## config.mk

```make
export PLATFORM = sky130hd
export DESIGN_NAME = go_back_n_sender
export DESIGN_NICKNAME = d
export VERILOG_FILES = /design/src/gbn_pkg.sv /design/src/go_back_n_sender.sv /design/src/gbn_alu.sv /design/src/gbn_seq.sv
export SDC_FILE = /design/constraint.sdc
export NUM_CORES = 1
export LEC_CHECK = 0
export ABC_AREA = 1
export BUFFER_PORTS_ARGS = -buffer_cell sky130_fd_sc_hd__buf_2
export CAP_MARGIN = 40
export CORE_ASPECT_RATIO = 0.9
export CORE_UTILIZATION = 34
export CTS_BUF_LIST = sky130_fd_sc_hd__clkbuf_2 sky130_fd_sc_hd__clkbuf_4 sky130_fd_sc_hd__clkbuf_8
export DETAILED_ROUTE_END_ITERATION = 12
export PLACE_DENSITY = 0.57
export SYNTH_ARGS = -nofsm -noshare
export SYNTH_HDL_FRONTEND = slang
export SYNTH_SLANG_ARGS = --single-unit
```

## constraint.sdc

```tcl
create_clock -name clk -period 5.4 [get_ports clk]
set_input_delay 0.27 -clock clk [delete_from_list [all_inputs] [get_ports clk]]
set_output_delay 0.27 -clock clk [all_outputs]
set_load 0.1 [all_outputs]
```

## src/gbn_pkg.sv

```systemverilog
// Shared types and constants of the go-back-n sender.
// Used by every module under src; depends on nothing.
package gbn_pkg;

  localparam int SEQ_W = 16;
  localparam int TMR_W = 16;
  localparam int CFG_IDX_W = 2;
  localparam int ALU_W = SEQ_W + 1;

  localparam logic [CFG_IDX_W-1:0] CFG_TOTAL_FRAMES = 2'd0;
  localparam logic [CFG_IDX_W-1:0] CFG_TIMEOUT_TICKS = 2'd1;

  localparam logic [TMR_W-1:0] TIMEOUT_RESET = 16'd100;

  localparam logic OP_ADD = 1'b0;
  localparam logic OP_SUB = 1'b1;

  localparam logic CMD_TICK = 1'b0;
  localparam logic CMD_ACK = 1'b1;

  typedef struct packed {
    logic             command;
    logic [SEQ_W-1:0] ack_number;
  } in_item_t;

  typedef struct packed {
    logic [SEQ_W-1:0] send_seq;
    logic             is_resend;
    logic             finished;
    logic             last_of_run;
  } out_item_t;

  typedef struct packed {
    logic      load;
    out_item_t item;
  } emit_t;

endpackage

```

## src/go_back_n_sender.sv

```systemverilog
// Go-back-n ARQ sender control: top level with config registers and output register.
// Depends on gbn_pkg, gbn_seq and gbn_alu.
//
// Usage:
//   in:  one request per event, command 0 = tick, 1 = acknowledgement with ack_number.
//   out: zero or more results per request; last_of_run marks the final one.
//   cfg: index 0 writes total_frames, index 1 writes timeout_ticks; other indexes
//        are dropped. cfg_ready is always high; write only while the block is idle.
// Sequencing:
//   a tick updates the timer, checks the window and total_frames, advances next
//   when a new frame goes out, checks the timeout and the resend range, then gives
//   the new frame and any resends (up to 1 + WINDOW results). An ack sets base,
//   restarts the timer, checks for the final frame and may give a finished result.
//   All steps share one add/subtract unit, one step per cycle while no result waits
//   on the output register, and in_ready is high only between requests.
// Reset: base and next sequence number return to 1, timer stopped, timeout 100,
//   total_frames 0, output register empty.
// Stalls: results sit in a one-entry output register; while it is full and out_ready
//   is low, a step that gives a result holds. After the final frame is acknowledged
//   every request is dropped until reset.
module go_back_n_sender #(
  parameter int WINDOW = 8,
  parameter int SEQ_BITS = 16
) (
  input  logic                          clk,
  input  logic                          rst,
  input  logic                          in_valid,
  output logic                          in_ready,
  input  gbn_pkg::in_item_t             in_data,
  output logic                          out_valid,
  input  logic                          out_ready,
  output gbn_pkg::out_item_t            out_data,
  input  logic                          cfg_valid,
  output logic                          cfg_ready,
  input  logic [gbn_pkg::CFG_IDX_W-1:0] cfg_index,
  input  logic [gbn_pkg::SEQ_W-1:0]     cfg_data
);

  logic [gbn_pkg::SEQ_W-1:0] total_frames;
  logic [gbn_pkg::TMR_W-1:0] timeout_ticks;
  logic                      slot_free;
  gbn_pkg::emit_t            emit;

  assign cfg_ready = 1'b1;
  assign slot_free = !out_valid || out_ready;

  gbn_seq #(
    .WINDOW   (WINDOW),
    .SEQ_BITS (SEQ_BITS)
  ) u_seq (
    .clk           (clk),
    .rst           (rst),
    .in_valid      (in_valid),
    .in_ready      (in_ready),
    .in_item       (in_data),
    .total_frames  (total_frames),
    .timeout_ticks (timeout_ticks),
    .slot_free     (slot_free),
    .emit          (emit)
  );

  always_ff @(posedge clk) begin
    if (rst) begin
      total_frames <= '0;
      timeout_ticks <= gbn_pkg::TIMEOUT_RESET;
    end else if (cfg_valid) begin
      unique case (cfg_index)
        gbn_pkg::CFG_TOTAL_FRAMES:  total_frames <= cfg_data;
        gbn_pkg::CFG_TIMEOUT_TICKS: timeout_ticks <= cfg_data;
        default: begin
          total_frames <= total_frames;
        end
      endcase
    end
  end

  always_ff @(posedge clk) begin
    if (rst) begin
      out_valid <= 1'b0;
    end else if (emit.load) begin
      out_valid <= 1'b1;
    end else if (out_ready) begin
      out_valid <= 1'b0;
    end
  end

  always_ff @(posedge clk) begin
    if (emit.load) begin
      out_data <= emit.item;
    end
  end

`ifndef SYNTHESIS
  a_fin_form: assert property (@(posedge clk) disable iff (rst)
    out_valid && out_data.finished |->
      out_data.last_of_run && !out_data.is_resend && out_data.send_seq == '0)
    else $error("finished result carries a send");

  a_run_busy: assert property (@(posedge clk) disable iff (rst)
    out_valid && !out_data.last_of_run |-> !in_ready)
    else $error("request taken before run completed");

  a_resend_chain: assert property (@(posedge clk) disable iff (rst)
    out_valid && out_ready && !out_data.last_of_run |=>
      out_valid && out_data.is_resend)
    else $error("run broken before its last result");
`endif

endmodule

```

## src/gbn_alu.sv

```systemverilog
// Shared add/subtract unit of the go-back-n sender.
// Depends on gbn_pkg; the borrow of a subtraction is the top result bit.
module gbn_alu (
  input  logic                     op,
  input  logic [gbn_pkg::ALU_W-1:0] a,
  input  logic [gbn_pkg::ALU_W-1:0] b,
  output logic [gbn_pkg::ALU_W:0]   res
);

  always_comb begin
    unique case (op)
      gbn_pkg::OP_SUB: res = {1'b0, a} - {1'b0, b};
      default:         res = {1'b0, a} + {1'b0, b};
    endcase
  end

endmodule

```

## src/gbn_seq.sv

```systemverilog
// Sequencer and window state of the go-back-n sender.
// Depends on gbn_pkg and drives one gbn_alu step by step.
module gbn_seq #(
  parameter int WINDOW = 8,
  parameter int SEQ_BITS = 16
) (
  input  logic                      clk,
  input  logic                      rst,
  input  logic                      in_valid,
  output logic                      in_ready,
  input  gbn_pkg::in_item_t         in_item,
  input  logic [gbn_pkg::SEQ_W-1:0] total_frames,
  input  logic [gbn_pkg::TMR_W-1:0] timeout_ticks,
  input  logic                      slot_free,
  output gbn_pkg::emit_t            emit
);

  localparam int SW = gbn_pkg::SEQ_W;
  localparam int AW = gbn_pkg::ALU_W;
  localparam int IDX_W = $clog2(WINDOW + 1);
  localparam logic [SW-1:0] SEQ_LIMIT =
    (SEQ_BITS >= SW) ? {SW{1'b1}} : SW'((33'd1 << SEQ_BITS) - 33'd1);

  localparam logic [3:0] IDLE   = 4'd0;
  localparam logic [3:0] T_INC  = 4'd1;
  localparam logic [3:0] T_WIN  = 4'd2;
  localparam logic [3:0] T_CMPW = 4'd3;
  localparam logic [3:0] T_CMPT = 4'd4;
  localparam logic [3:0] T_ADV  = 4'd5;
  localparam logic [3:0] T_TO   = 4'd6;
  localparam logic [3:0] T_RNG  = 4'd7;
  localparam logic [3:0] T_SEND = 4'd8;
  localparam logic [3:0] T_RES  = 4'd9;
  localparam logic [3:0] A_BASE = 4'd10;
  localparam logic [3:0] A_TMR  = 4'd11;
  localparam logic [3:0] A_DONE = 4'd12;
  localparam logic [3:0] A_FIN  = 4'd13;

  logic [3:0]       state;
  logic [SW-1:0]    base;
  logic [SW-1:0]    next;
  logic             running;
  logic [SW-1:0]    elapsed;
  logic             done;
  logic [SW-1:0]    ack;
  logic [AW-1:0]    tmp;
  logic             ok_w;
  logic             send_pend;
  logic [SW-1:0]    send_seq;
  logic             fire;
  logic             run;
  logic [SW-1:0]    cur;
  logic [IDX_W-1:0] idx;

  logic          alu_op;
  logic [AW-1:0] alu_a;
  logic [AW-1:0] alu_b;
  logic [AW:0]   alu_res;
  logic [SW-1:0] limit;
  logic [SW-1:0] ack_m;
  logic          res_last;

  gbn_alu u_alu (
    .op  (alu_op),
    .a   (alu_a),
    .b   (alu_b),
    .res (alu_res)
  );

  assign in_ready = (state == IDLE);
  assign limit = (timeout_ticks == '0) ? SW'(1) : timeout_ticks;
  assign ack_m = ack & SEQ_LIMIT;
  assign res_last = (alu_res[SW-1:0] == next) || (idx == IDX_W'(WINDOW - 1));

  always_comb begin
    alu_op = gbn_pkg::OP_ADD;
    alu_a = '0;
    alu_b = '0;
    unique case (state)
      T_INC: begin
        alu_a = {1'b0, elapsed};
        alu_b = AW'(1);
      end
      T_WIN: begin
        alu_a = {1'b0, base};
        alu_b = AW'(WINDOW);
      end
      T_CMPW: begin
        alu_op = gbn_pkg::OP_SUB;
        alu_a = {1'b0, next};
        alu_b = tmp;
      end
      T_CMPT: begin
        alu_op = gbn_pkg::OP_SUB;
        alu_a = {1'b0, next};
        alu_b = {1'b0, total_frames};
      end
      T_ADV: begin
        alu_a = {1'b0, next};
        alu_b = AW'(1);
      end
      T_TO: begin
        alu_op = gbn_pkg::OP_SUB;
        alu_a = {1'b0, elapsed};
        alu_b = {1'b0, limit};
      end
      T_RNG: begin
        alu_op = gbn_pkg::OP_SUB;
        alu_a = {1'b0, base};
        alu_b = {1'b0, next};
      end
      T_RES: begin
        alu_a = {1'b0, cur};
        alu_b = AW'(1);
      end
      A_BASE: begin
        alu_a = {1'b0, ack_m};
        alu_b = AW'(1);
      end
      A_DONE: begin
        alu_op = gbn_pkg::OP_SUB;
        alu_a = {1'b0, total_frames};
        alu_b = AW'(1);
      end
      default: begin
        alu_op = gbn_pkg::OP_ADD;
      end
    endcase
  end

  always_comb begin
    emit.load = 1'b0;
    emit.item = '0;
    unique case (state)
      T_SEND: begin
        emit.load = slot_free;
        emit.item.send_seq = send_seq;
        emit.item.last_of_run = !run;
      end
      T_RES: begin
        emit.load = slot_free;
        emit.item.send_seq = cur;
        emit.item.is_resend = 1'b1;
        emit.item.last_of_run = res_last;
      end
      A_FIN: begin
        emit.load = slot_free;
        emit.item.finished = 1'b1;
        emit.item.last_of_run = 1'b1;
      end
      default: begin
        emit.load = 1'b0;
      end
    endcase
  end

  always_ff @(posedge clk) begin
    if (rst) begin
      state <= IDLE;
      base <= SW'(1);
      next <= SW'(1);
      running <= 1'b0;
      elapsed <= '0;
      done <= 1'b0;
    end else begin
      unique case (state)
        IDLE: begin
          if (in_valid && !done) begin
            ack <= in_item.ack_number;
            state <= (in_item.command == gbn_pkg::CMD_ACK) ? A_BASE : T_INC;
          end
        end
        T_INC: begin
          send_pend <= 1'b0;
          if (running && elapsed != {SW{1'b1}}) begin
            elapsed <= alu_res[SW-1:0];
          end
          state <= T_WIN;
        end
        T_WIN: begin
          tmp <= alu_res[AW-1:0];
          state <= T_CMPW;
        end
        T_CMPW: begin
          ok_w <= alu_res[AW];
          state <= T_CMPT;
        end
        T_CMPT: begin
          if (ok_w && alu_res[AW] && next < SEQ_LIMIT) begin
            send_pend <= 1'b1;
            send_seq <= next;
            if (base == next) begin
              running <= 1'b1;
              elapsed <= '0;
            end
            state <= T_ADV;
          end else begin
            state <= T_TO;
          end
        end
        T_ADV: begin
          next <= alu_res[SW-1:0];
          state <= T_TO;
        end
        T_TO: begin
          fire <= running && !alu_res[AW];
          if (running && !alu_res[AW]) begin
            elapsed <= '0;
          end
          state <= T_RNG;
        end
        T_RNG: begin
          run <= fire && alu_res[AW];
          cur <= base;
          idx <= '0;
          if (send_pend) begin
            state <= T_SEND;
          end else if (fire && alu_res[AW]) begin
            state <= T_RES;
          end else begin
            state <= IDLE;
          end
        end
        T_SEND: begin
          if (slot_free) begin
            state <= run ? T_RES : IDLE;
          end
        end
        T_RES: begin
          if (slot_free) begin
            cur <= alu_res[SW-1:0];
            idx <= idx + IDX_W'(1);
            if (res_last) begin
              state <= IDLE;
            end
          end
        end
        A_BASE: begin
          base <= (ack_m != SEQ_LIMIT) ? alu_res[SW-1:0] : SEQ_LIMIT;
          state <= A_TMR;
        end
        A_TMR: begin
          running <= (base != next);
          elapsed <= '0;
          state <= A_DONE;
        end
        A_DONE: begin
          if (total_frames != '0 && ack == alu_res[SW-1:0]) begin
            done <= 1'b1;
            state <= A_FIN;
          end else begin
            state <= IDLE;
          end
        end
        A_FIN: begin
          if (slot_free) begin
            state <= IDLE;
          end
        end
        default: begin
          state <= IDLE;
        end
      endcase
    end
  end

endmodule
```

# ---- After elaboration in Yosys (flattened, before gate mapping)
# Index checks and enable logic that the tools add are counted.
# W data, S select, Z words.
dict set report totals {
  regBits 179
  inputBits 40
  out_inout_bits 22
  word_cells 138
}
dict set report classes {
  add_sub_neg 3
  n_lt_le_gt_ge 1
  eq_ne 30
  muxes 39
  bitwise_logic 1
  n_reduce_logical 42
}
# op n
set op_table {}
lappend op_table {{$mux W16} 7}
lappend op_table {{$pmux W17 S6} 1}
lappend op_table {{$pmux W16 S6} 1}
lappend op_table {{$pmux W16 S2} 2}
lappend op_table {{$pmux W16 S4} 1}
lappend op_table {{$pmux W4 S14} 1}
lappend op_table {{$eq A16 B16 Y1} 3}
lappend op_table {{$mux W4} 11}
lappend op_table {{$ne A16 B16 Y1 const B} 2}
lappend op_table {{$eq A4 B4 Y1 const B} 6}
lappend op_table {{$eq A4 B3 Y1 const B} 5}
lappend op_table {{$add A17 B17 Y18} 1}
lappend op_table {{$mux W18} 1}
lappend op_table {{$sub A16 B17 Y18} 1}
lappend op_table {{$logic_not A16 Y1} 1}
lappend op_table {{$lt A16 B16 Y1 const B} 1}
lappend op_table {{$ne A16 B16 Y1} 1}
lappend op_table {{$reduce_bool A16 Y1} 1}
lappend op_table {{$reduce_and A3 Y1} 5}
lappend op_table {{$reduce_and A2 Y1} 7}
lappend op_table {{$ne A2 B1 Y1 const B} 6}
lappend op_table {{$reduce_and A5 Y1} 2}
lappend op_table {{$reduce_or A5 Y1} 2}
lappend op_table {{$mux W1} 9}
lappend op_table {{19 further kinds} 38}

# ---- Logic depth before layout (Yosys ltp)
# Gate-level depths: netlist of run 1.
dict set report logic_depth {
  depth_word 10
  ltp_mapped 32
  mapped_depth_nobuf 31
}

# ---- Modules after synthesis
# A second synthesis of run 1 with hierarchy kept.
dict set report unflattened {
  cells_unflattened 1442
  area_unflattened_um2 10341.2
}
# module n_inst cells_each area_per_inst_um2 seq_area_each_um2
set modules_own_cells {}
lappend modules_own_cells {gbn_seq 1 943 6965.4 3273.1}
lappend modules_own_cells {go_back_n_sender 1 229 1978.1 1231.2}
lappend modules_own_cells {gbn_alu 1 270 1397.6 0.0}

# ---- Worst setup path after synthesis of run 1
# No wires, ideal clock.
dict set report synth_path {
  kind {flip-flop to flip-flop}
  start {register u_seq.state[0]}
  end {register u_seq.ack[0], enable pin}
  setup_time_ps 431
  arrival_time_ps 3667
  required_ps 4969
  setup_slack_ps 1302
  path_stages_with_launch 6
  path_buffers 0
  synth_period_minus_slack_ps 4098
  cell_sequence {dfxtp_1 nor2_1 inv_1 nor2_1 inv_1 nor4_1}
}
dict set report synth_between {
  elab_chain_cells 2
}
# item line
set synth_rtl {}
lappend synth_rtl {{start: declaration} gbn_seq.sv:39} ;# logic [3:0] state;
lappend synth_rtl {{start signal: assignment} gbn_seq.sv:170} ;# state <= (in_item.command == gbn_pkg::CMD_ACK) ? A_BASE : T_INC;
lappend synth_rtl {{start signal: assignment} gbn_seq.sv:226} ;# state <= run ? T_RES : IDLE;
lappend synth_rtl {{$logic_not A4 Y1} --}
lappend synth_rtl {{named net in_ready} go_back_n_sender.sv:28} ;# output logic in_ready,
lappend synth_rtl {{$reduce_and A3 Y1 (no line)} --}
lappend synth_rtl {{end signal: assignment} gbn_seq.sv:169} ;# ack <= in_item.ack_number;
lappend synth_rtl {{end: declaration} gbn_seq.sv:45} ;# logic [SW-1:0] ack;
# The timed path passes the listed nets, and every way through them passes these cells.
# A chain may end at the register's enable or synchronous reset.

# ---- Worst setup path after layout of run 1
dict set report layout_path {
  start {register u_seq.state[3]}
  end {register u_seq.state[0]}
}
dict set report layout_between {
  elab_chain_cells 9
  word_cells_on_any_way 43
  classes_between {2 x add/sub; 20 x eq/ne; 9 x mux; 12 x reduce/logical}
}
# item line
set layout_rtl {}
lappend layout_rtl {{$eq A4 B3 Y1 (tied with other cells)} gbn_seq.sv:79} ;# unique case (state)
lappend layout_rtl {{$reduce_or A5 Y1 (no line) (tied with other cells)} --}
lappend layout_rtl {{$pmux W17 S6 or $pmux W16 S6 (tied branches)} gbn_seq.sv:79}
lappend layout_rtl {{$add A17 B17 Y18 or $sub A16 B17 Y18 (tied branches)} {gbn_alu.sv:13, gbn_alu.sv:12}}
lappend layout_rtl {{$mux W18 (*)} gbn_alu.sv:11} ;# unique case (op)
lappend layout_rtl {{named net u_seq.alu_res[6]} gbn_seq.sv:58} ;# logic [AW:0] alu_res;
lappend layout_rtl {{$eq A16 B16 Y1 (on tied branches)} {gbn_seq.sv:248, gbn_seq.sv:73}}
lappend layout_rtl {{$logic_and A1 B1 Y1 or $logic_or A1 B1 Y1 (tied branches)} {gbn_seq.sv:248, gbn_seq.sv:73}}
lappend layout_rtl {{$mux W4 or $ne A2 B1 Y1 (tied branches)} --}
lappend layout_rtl {{$pmux W4 S14 or $reduce_and A5 Y1 (tied branches)} --}
# Mark *: on every way through the listed nets, which the timed path passes. The rest lies on a longest branch.

==> impl_results.md, run 1 <==
- Reg2Reg Capture Point: u_seq.state[0]$_SDFFE_PP0P_
- Post-synth EDFFs: between 90 and 100
- Die Y: roughly 170 um
- Critical path destination: u_seq.state[0]$_SDFFE_PP0P_
- Ratio of final minimum period to clock period: 0.936
- # IOs: 62
- Critical Path Stages: 27
- Core Footprint: ~31,000 um^2
- Int Pwr: approximately 2.9 mW
- Number of DRC markers in iteration 0: about 1,100
- ANT nets after route: 0
- First-pass GRT wire length: slightly above 60 mm
- TNS Setup: 0 ns
- Final Max Slew Viols: 0
- Final clock skew: between 0.015 and 0.02 ns
- Startpoint Class: register
- Comb pwr share: 0.537
- CTS max path bufs: 2
- CP Class: register to register
- P per Cell Area: between 400 and 500 nW/um^2
- Max stage delay on crit path: around 0.53 ns
- Drt first pass iters: 6
- Vias in the first global route: ~9,700
- Final min period: between 5 and 6 ns
- Worst-skew pair later-pin latency: between 0.4 and 0.5 ns
- Run status: finished clean
- Layout area overhead: 13.3%
- Port Buffers: 60
- H-tree levels: 4
- LEAKAGE: about 5.6 nW
- Drt via density: 5.36
- Most used routing layer: met2
- Synth Flop Type: edfxtp_1
- Max Freq: 0.198 GHz
- Buf/Inv on CP: 3
- TritonCTS clock tree: done
- Cts repair resizes: 0
- Final WS setup: between 0.3 and 0.4 ns
- Synth Warn #: 0
- Syn Std Cell Area: approximately 11,000 um^2
- Max IR drop VDD: 0.000206 V
- Worst Setup End Kind: register
- Largest net degree at the start of global routing: 53
- Slew margin rel.: 0.464
- Sequential fraction of design power: 0.304
- WL final: between 40 and 50 mm
- Critical path's slowest cell: clkinv_1
- Family with the most delay on the worst path: simple AND/OR/NAND/NOR gates
- Synth Area per Inst: 7.44 um^2
- Syn_nets: 1,539
- Critical Path AT: about 5.4 ns
- All-Layer GR Usage: 0.259
- Die extent in x: around 190 um
- Via count: approximately 11,000
- Critical path peak fanout: 10
- GRT met1 Usage: 0.377
- Reg2reg start: u_seq.state[3]$_SDFFE_PP0P_
- Clk network pwr share: 0.159
- GR Util met3: 0.0516
- Clk root buf: clkbuf_8
- Hold Crit Start: cfg_data[5]
- Post-Synthesis Cells: approximately 1,500
- GP Congestion: between 0.9 and 1
- NumNets Final: about 1,600
- Hold/Removal Path Class: input port to register
- Drt wl/cell: roughly 21 um
- Share of cells above drive strength 1: 0.123
- CTS sink cnt: between 150 and 200
- Total CTS buffers: 17
- Setup slack, reg-to-reg: approximately 0.34 ns
- MaxCap Viol Count: 0
- Gr ovfl total: 0
- Commonest non-fill, non-tap cell in the layout: nand2_1
- CP most frequent cell: nand2_1
- Async set-reset flop share out of synthesis: 0
- Required time of the worst setup path: roughly 5.8 ns
- Ant diodes: 0
- DP Wirelength: approximately 33 mm
- Netlist cell types: 53
- Most frequent cells in the layout: nand2_1 (323), inv_1 (240), nor2_1 (125)
- Initial antenna violation count: 0
- Psw: ~2.9 mW
- Num rows: a little over 60
- Worst-case reg-to-reg path depth: 27
- Crit path from: u_seq.state[3]$_SDFFE_PP0P_
- Worst slew pin tran: ~0.80 ns
- Seq cells post-synth: roughly 180
- Post-synthesis sequential area ratio: 0.414
- RSZ-0062 raised after global routing: false
- Die ar.: ~33,000 um^2
- Place WS: about 0.47 ns
- # setup viols final: 0
- DRC Markers: 0
- Initial core utilization: 0.349
- Switching part of the total: 0.502
- CTS clk-pin slew, worst paths: roughly 0.090 ns
- Grt met2 use: 0.385
- Final hold viol count: 0
==> kinds of logic after synthesis <==
group,Yosys count,share of synthesized area
adders and majority gates,36,0.0428
AOI/OAI and AO/OA,279,0.157
DFF,179,0.414
buffers and inverters,301,0.108
xor gates and xnor gates,19,0.0153
other,1,0.000345
and+or+nand+nor,648,0.263
==> sequential cells by signal, indices dropped and copies added (netlist names), 16 cells and up <==
register        flops
total_frames       16
timeout_ticks      16
u_seq.next         16
u_seq.tmp          17
u_seq.cur          16
u_seq.elapsed      16
u_seq.ack          16
u_seq.send_seq     16
out_data           19
u_seq.base         16
==> per-layer routing <==
metal	vias to the layer above	wire length (um)
met5	-	0
met4	0	966
met3	53	3750
met2	483	17500
met1	4964	19600
li1	5066	-
==> timing repair <==
action | 4_1_cts | 5_1_grt
hold buffers | 18 | 0
setup buffers | 0 | 0
hold endpoints to repair | 18 | 0
endpoints found under the setup margin | 0 | 0
==> worst min path at each step <==
stage	to	slack, ns	cells past startpoint
2_1_floorplan	u_seq.ack[0]$_DFFE_PP_	0.37	0
3_3_place_gp	u_seq.ack[7]$_DFFE_PP_	0.45	1
3_5_place_dp	u_seq.ack[12]$_DFFE_PP_	0.45	1
4_1_cts	timeout_ticks[5]$_SDFFE_PP1P_	0.0004	3
5_1_grt	timeout_ticks[5]$_SDFFE_PP1P_	0.01	3
6_report	timeout_ticks[5]$_SDFFE_PP1P_	0.02	3
==> cell usage after synthesis, drive strengths merged (8+ instances only) <==
| library cell | n | area (um^2) |
|---|---|---|
| nand4 | 33 | 206 |
| inv | 253 | 952 |
| nor2 | 133 | 519 |
| clkbuf | 33 | 124 |
| edfxtp | 92 | 2760 |
| buf | 12 | 86.3 |
| dfxtp | 87 | 1740 |
| a211oi | 13 | 128 |
| o21ai | 96 | 484 |
| ha | 34 | 425 |
| nor4 | 8 | 50.1 |
| a221oi | 20 | 175 |
| xor2 | 15 | 131 |
| a21oi | 94 | 485 |
| nand2 | 346 | 1380 |
| nor3 | 11 | 65.1 |
| o22ai | 16 | 100 |
| nand3 | 107 | 573 |
| o221ai | 17 | 149 |
==> tightest hold or removal path: stages <==
cell and delay, ns:
buf_2 0.09, nand2_1 0.05, o211ai_1 0.06
==> area by class of cell <==
cell class / count / area (um^2)
Sequential cell: 179 / 4500
Tap cell: 409 / 512
Clock inverter: 11 / 105
Fill cell: 3251 / 18900
Clock buffer: 21 / 264
Multi-Input combinational cell: 983 / 5220
Inverter: 256 / 963
Timing Repair Buffer: 114 / 758
==> power by group through the flow <==
stage | registers, mW | clock network, mW | logic [mW]
final | 1.74 | 0.915 | 3.08
after global routing | 1.75 | 0.976 | 3.34
after CTS | 1.74 | 0.928 | 3.02
after detailed placement | 1.77 | 0 | 3.00
after global placement | 1.77 | 0 | 2.99
after floorplan | 1.99 | 0 | 1.87
==> per-stage QoR <==
step	util	instances	total power, mW	hold slack (ns)	instance area [um^2]
finish	0.395	1973	5.74	0.0210	12300
global route	0.395	1973	6.07	0.0137	12300
floorplan	-	1463	3.86	0.369	10900
global placement	0.377	1922	4.76	0.448	11800
detailed placement	0.377	1923	4.77	0.448	11800
CTS	0.395	1973	5.69	0.000389	12300
No activity file was read; power rests on OpenSTA's default activity.
==> inputs of run 2 (changes only) <==
CELL_PAD_IN_SITES_DETAIL_PLACEMENT = 0   (was not set)
CELL_PAD_IN_SITES_GLOBAL_PLACEMENT = 1   (was not set)
PLACE_DENSITY = 0.7   (was 0.57)
RECOVER_POWER = 100   (was not set)
==> run 2 against run 1 <==
  * The run now ends with capacitance limit, slew limit left
  * Critical path type unchanged
  * Clock skew is 0.00057 ns higher
  * Register-to-register slack improved by 0.02 ns
  * Worst setup slack gained 0.022 ns
  * Clock-buffer cell count fell by 2
  * Largest power group unchanged
  * Total power decreased by 0.67%
  * Clock power barely moved
  * Cell count unchanged
  * First-iteration DRC count up 12%
  * Via count grew 0.96%
  * Global-route usage rose by 1.2 points
==> impl_results.md, run 2 (synthesized netlist as in run 1, its figures left out) <==
- Hold path cells: 3
- Most frequent cells in the layout: nand2_1 (334), inv_1 (245), nor2_1 (129)
- Family with the most delay on the worst path: simple AND/OR/NAND/NOR gates
- Hold/Removal Path Class: input port to register
- Die extent in x: around 190 um
- Slew margin rel.: -0.518
- Worst Setup End Kind: register
- All-Layer GR Usage: 0.271
- Number of DRC markers in iteration 0: ~1,300
- Worst-skew pair later-pin latency: ~0.49 ns
- Clk root buf: clkbuf_8
- MaxCap Viol Count: 2
- Worst-case reg-to-reg path depth: 26
- Critical path's slowest cell: ha_1
- NumNets Final: ~1,600
- Biggest register: out_data
- Layout area overhead: 11.8%
- Via count: 10,667
- Max stage delay on crit path: approximately 0.47 ns
- DRC Markers: 0
- Final Max Slew Viols: 62
- Setup slack, reg-to-reg: between 0.3 and 0.4 ns
- Initial antenna violation count: 1
- Gr ovfl total: 0
- Run status: finished with violations
- Max reg flops: 19
- Failing checks: capacitance limit, slew limit
- Share of cells above drive strength 1: 0.0818
- Core Footprint: between 30,000 and 40,000 um^2
- Placed Area: about 12,000 um^2
- DP Wirelength: 33.8 mm
- Max IR drop VDD: 0.000193 V
- LEAKAGE: around 5.4 nW
- First-pass GRT wire length: 64.3 mm
- Critical path peak fanout: 7
- Drt first pass iters: 6
- CP Class: register to register
- # IOs: 62
- Largest net degree at the start of global routing: 53
- CTS clk-pin slew, worst paths: roughly 0.11 ns
- Buf/Inv on CP: 4
- Port Buffers: 60
- Drt via density: roughly 5.4
- Critical Path AT: 5.41 ns
- Cts repair resizes: 0
- TNS Setup: 0 ns
- Final clock skew: ~0.02 ns
- Ant diodes: 0
- Initial core utilization: 0.349
- Drt wl/cell: around 22 um
- Die ar.: 32,700 um^2
- Die Y: around 170 um
- Final min period: between 5 and 6 ns
- WL final: about 43 mm
- # setup viols final: 0
- RSZ-0062 raised after global routing: false
- Post-Layout Inst Area: 12,200 um^2
- Vias in the first global route: 9,822
- CTS max path bufs: 2
- Num rows: 61
- ANT nets after route: 0
- Biggest regs: out_data (19), u_seq.tmp (17)
- Worst slew pin tran: approximately 2.3 ns
- Hold WS: 0.0261 ns
- Commonest non-fill, non-tap cell in the layout: nand2_1
- H-tree levels: 4
- Ratio of final minimum period to clock period: 0.932
- Final hold viol count: 0
- CTS sink cnt: roughly 180
- Critical Path Stages: 26
- TritonCTS clock tree: done
- GP Congestion: 0.968
- Required time of the worst setup path: 5.77 ns
- P per Cell Area: roughly 470 nW/um^2
- Startpoint Class: register
- Total CTS buffers: 17
- Max Freq: about 0.2 GHz
-- run 2: cell types whose count changed in the layout (fill, tap and decap cells not counted), moves of 3 or more --
cell,before,now
nor2_2,7,4
buf_2,60,38
nand2_1,323,334
inv_2,11,7
nand3_1,101,104
clkbuf_4,4,1
inv_1,240,245
nor2_1,125,129
buf_4,35,21
nand3_2,5,2
clkbuf_1,0,34
nand2_2,18,9
-- run 2: final timing paths --
check / startpoint / end
max reg2reg: u_seq.state[3]$_SDFFE_PP0P_ / u_seq.state[0]$_SDFFE_PP0P_
max: u_seq.state[3]$_SDFFE_PP0P_ / u_seq.state[0]$_SDFFE_PP0P_
min reg2reg: u_seq.done$_SDFFE_PP0P_ / u_seq.done$_SDFFE_PP0P_
min: cfg_data[4] / total_frames[4]$_SDFFE_PP0P_
-- run 2: area by class of cell --
class                           count  area, um^2
Fill cell                        3314       19100
Multi-Input combinational cell    983        5130
Sequential cell                   179        4500
Inverter                          256         963
Timing Repair Buffer              114         691
Tap cell                          409         512
Clock buffer                       19         255
Clock inverter                     13         109
-- run 2: repair_timing --
item	4_1_cts	5_1_grt
hold endpoints to repair	19	0
setup buffers	0	0
endpoints found under the setup margin	0	0
hold buffers	19	0
-- run 2: stage by stage --
step	util	setup slack [ns]	power (mW)	cells
2_1_floorplan	-	1.30	3.86	1463
3_3_place_gp	0.377	0.392	4.82	1920
3_5_place_dp	0.378	0.405	4.83	1922
4_1_cts	0.396	0.379	5.75	1973
5_1_grt	0.390	0.0192	6.05	1973
6_report	0.390	0.365	5.70	1973
-- run 2: where the power goes --
part           internal (mW)  total (mW)  switching (mW)
Clock                  0.379       0.912           0.533
Sequential              1.63        1.74           0.110
Combinational          0.784        3.04            2.26
Total                   2.80        5.70            2.90
-- run 2: worst min-delay path, delay by kind of cell --
| family | cells | cell delay [ns] |
|---|---|---|
| buf+inv | 1 | 0.09 |
| simple gates | 2 | 0.12 |
-- run 2: layer usage --
| metal | wire length, um | track usage |
|---|---|---|
| met4 | 1120 | 0.0779 |
| met1 | 19800 | 0.393 |
| met3 | 4360 | 0.0575 |
| met2 | 18000 | 0.401 |
| met5 | 0 | 0 |
==> inputs of run 3 (changes only) <==
CORE_UTILIZATION = 47   (was 34)
PLACE_DENSITY = 0.9   (was 0.7)
==> run 3 against run 2 <==
  * The flow still finishes with violations (capacitance limit, slew limit)
  * Critical path type unchanged
  * Worst setup slack better by 0.034 ns
  * Total power barely moved
  * Clock power up 4.2%
  * Register-to-register slack better by 0.03 ns
  * Clock skew increased by 0.0061 ns
  * Fmax increased by 0.67%
  * Critical endpoint is now u_seq.state[3]$_SDFFE_PP0P_
  * Die area decreased by 27%
==> impl_results.md, run 3 (synthesized netlist as in run 1, its figures left out) <==
- Family with the most delay on the worst path: simple AND/OR/NAND/NOR gates
- Gr ovfl total: 0
- CTS max path bufs: 2
- DRC Markers: 0
- Drt via density: about 5.8
- NumNets Final: about 1,600
- TritonCTS clock tree: done
- Die extent in x: between 150 and 200 um
- Max Freq: between 0.15 and 0.2 GHz
- GRT met1 Usage: 0.498
- ANT nets after route: 0
- Critical Path Stages: 25
- Core Footprint: approximately 23,000 um^2
- Psw: roughly 2.9 mW
- Reg2reg start: u_seq.state[3]$_SDFFE_PP0P_
- Critical path destination: u_seq.state[3]$_SDFFE_PP0P_
- WL final: roughly 40 mm
- Post-Layout Inst Area: approximately 12,000 um^2
- P per Cell Area: roughly 470 nW/um^2
- Comb pwr share: 0.527
- Worst Setup End Kind: register
- Initial antenna violation count: 0
- Place WS: approximately 0.14 ns
- Final WS setup: 0.398 ns
- Crit path from: u_seq.state[3]$_SDFFE_PP0P_
- Setup slack, reg-to-reg: 0.40 ns
- Most used routing layer: met1
- Fill cells: 2,220
- # setup viols final: 0
- Max stage delay on crit path: 0.46 ns
- Port Buffers: 60
- Number of DRC markers in iteration 0: around 1,400
- Drt first pass iters: 7
- Most frequent cells in the layout: nand2_1 (335), inv_1 (243), nor2_1 (125)
- Critical path's slowest cell: dfxtp_1
- Sequential fraction of design power: 0.307
- # IOs: 62
- DP Wirelength: approximately 32 mm
- CTS clk-pin slew, worst paths: between 0.1 and 0.15 ns
- Final Max Slew Viols: around 100
- Hold WS: between 0.01 and 0.015 ns
- Total power: 5.70 mW
- Via count: ~11,000
- Biggest register: out_data
- CP most frequent cell: nand2_1
- Worst slew pin tran: 2.70 ns
- Post-Route Utilization: 0.535
- Total CTS buffers: 17
- Drt wl/cell: roughly 22 um
- Placed Area: between 10,000 and 15,000 um^2
- Ant diodes: 0
- Max reg flops: 19
- Clk network pwr share: 0.167
- Max IR drop VDD: around 0.00021 V
- Num rows: 52
- Switching part of the total: 0.514
- Worst-skew pair later-pin latency: 0.50 ns
- Critical Path AT: between 5 and 6 ns
- GP Congestion: a little over 1
- First-pass GRT wire length: 60.1 mm
- CP Class: register to register
- Biggest regs: out_data (19), u_seq.tmp (17)
- Final min period: about 5 ns
- GR Util met3: 0.0997
- Final clock skew: 0.0257 ns
- Commonest non-fill, non-tap cell in the layout: nand2_1
- Worst-case reg-to-reg path depth: 25
- RSZ-0062 raised after global routing: false
- Non-filler cells, final: between 1,500 and 2,000
- Vias in the first global route: between 9,000 and 10,000
- Initial core utilization: 0.482
- LEAKAGE: 5.44 nW
- Layout area overhead: 11.0%
- Required time of the worst setup path: ~5.7 ns
- Run status: finished with violations
- MaxCap Viol Count: 2
- Hold/Removal Path Class: input port to register
- Slew margin rel.: -0.800
- Grt met2 use: 0.476
- Placed cell count: ~1,800
- Share of cells above drive strength 1: 0.0897
- Ratio of final minimum period to clock period: 0.926
- Die Y: ~150 um
- TNS Setup: 0 ns
- CTS sink cnt: approximately 180
- Largest net degree at the start of global routing: 53
- Reg2Reg Capture Point: u_seq.state[3]$_SDFFE_PP0P_
- All-Layer GR Usage: 0.344
- Failing checks: capacitance limit, slew limit
- Final hold viol count: 0
- H-tree levels: 4
- Die ar.: 23,800 um^2
- Critical path peak fanout: 11
- Buf/Inv on CP: 4
- Clk root buf: clkbuf_8
- Startpoint Class: register
- Int Pwr: roughly 2.8 mW
## run 3: what timing repair did
item | 4_1_cts | 5_1_grt
hold buffers | 18 | 0
hold endpoints to repair | 18 | 0
gates resized for setup | 0 | 4
buffers inserted | 0 | 0
setup endpoints to repair | 0 | 6
## run 3: routing by layer
| metal | vias to the layer above | part of all wire | wire [um] |
|---|---|---|---|
| met5 | - | 0 | 0 |
| met4 | 0 | 0.038 | 1530 |
| met3 | 100 | 0.13 | 5220 |
| met2 | 675 | 0.40 | 16200 |
| met1 | 5002 | 0.43 | 17100 |
| li1 | 5042 | - | - |
## run 3: worst register-to-register path, stage by stage, from the launching register on
cell	delay, ns
dfxtp_1	0.46
nor2_1	0.09
inv_1	0.13
nor2_2	0.14
nor2_2	0.35
clkinvlp_4	0.35
nand2_1	0.14
o211ai_1	0.12
nor3_2	0.29
ha_1	0.25
inv_1	0.09
fa_1	0.41
nand2_1	0.09
nand2_1	0.10
nand3_1	0.08
nand3_1	0.13
nand2_1	0.39
clkinv_1	0.17
nand2_1	0.14
nand4_1	0.10
nor3_1	0.22
nand3_1	0.20
nand3_1	0.12
nand2_1	0.09
nand2_1	0.09
a21oi_2	0.05
## run 3: final cells by class
type	count	area (um^2)	share of cell area
flip-flops and latches	179	4500	0.373
inverters	256	967	0.0801
clock buffers	18	241	0.0200
clock inverters	14	159	0.0132
well taps	297	372	0.0308
multi-input cells	983	5170	0.428
repair buffers	110	663	0.0549
## run 3: worst min path at each step
stage / depth (start not counted) / end / from
after detailed placement: 1 / u_seq.ack[5]$_DFFE_PP_ / in_data[5]
after CTS: 3 / timeout_ticks[5]$_SDFFE_PP1P_ / cfg_data[5]
final: 3 / timeout_ticks[5]$_SDFFE_PP1P_ / cfg_data[5]
after global placement: 1 / u_seq.ack[5]$_DFFE_PP_ / in_data[5]
after global routing: 3 / timeout_ticks[6]$_SDFFE_PP1P_ / cfg_data[6]
after floorplan: 0 / u_seq.ack[0]$_DFFE_PP_ / in_data[0]
## run 3: power groups by stage
stage                     combinational [mW]  sequential, mW  clock, mW
final                                   3.00            1.75      0.950
after global routing                    3.26            1.76      0.999
after global placement                  2.96            1.76          0
after CTS                               3.00            1.74      0.947
after detailed placement                2.98            1.77          0
after floorplan                         1.87            1.99          0
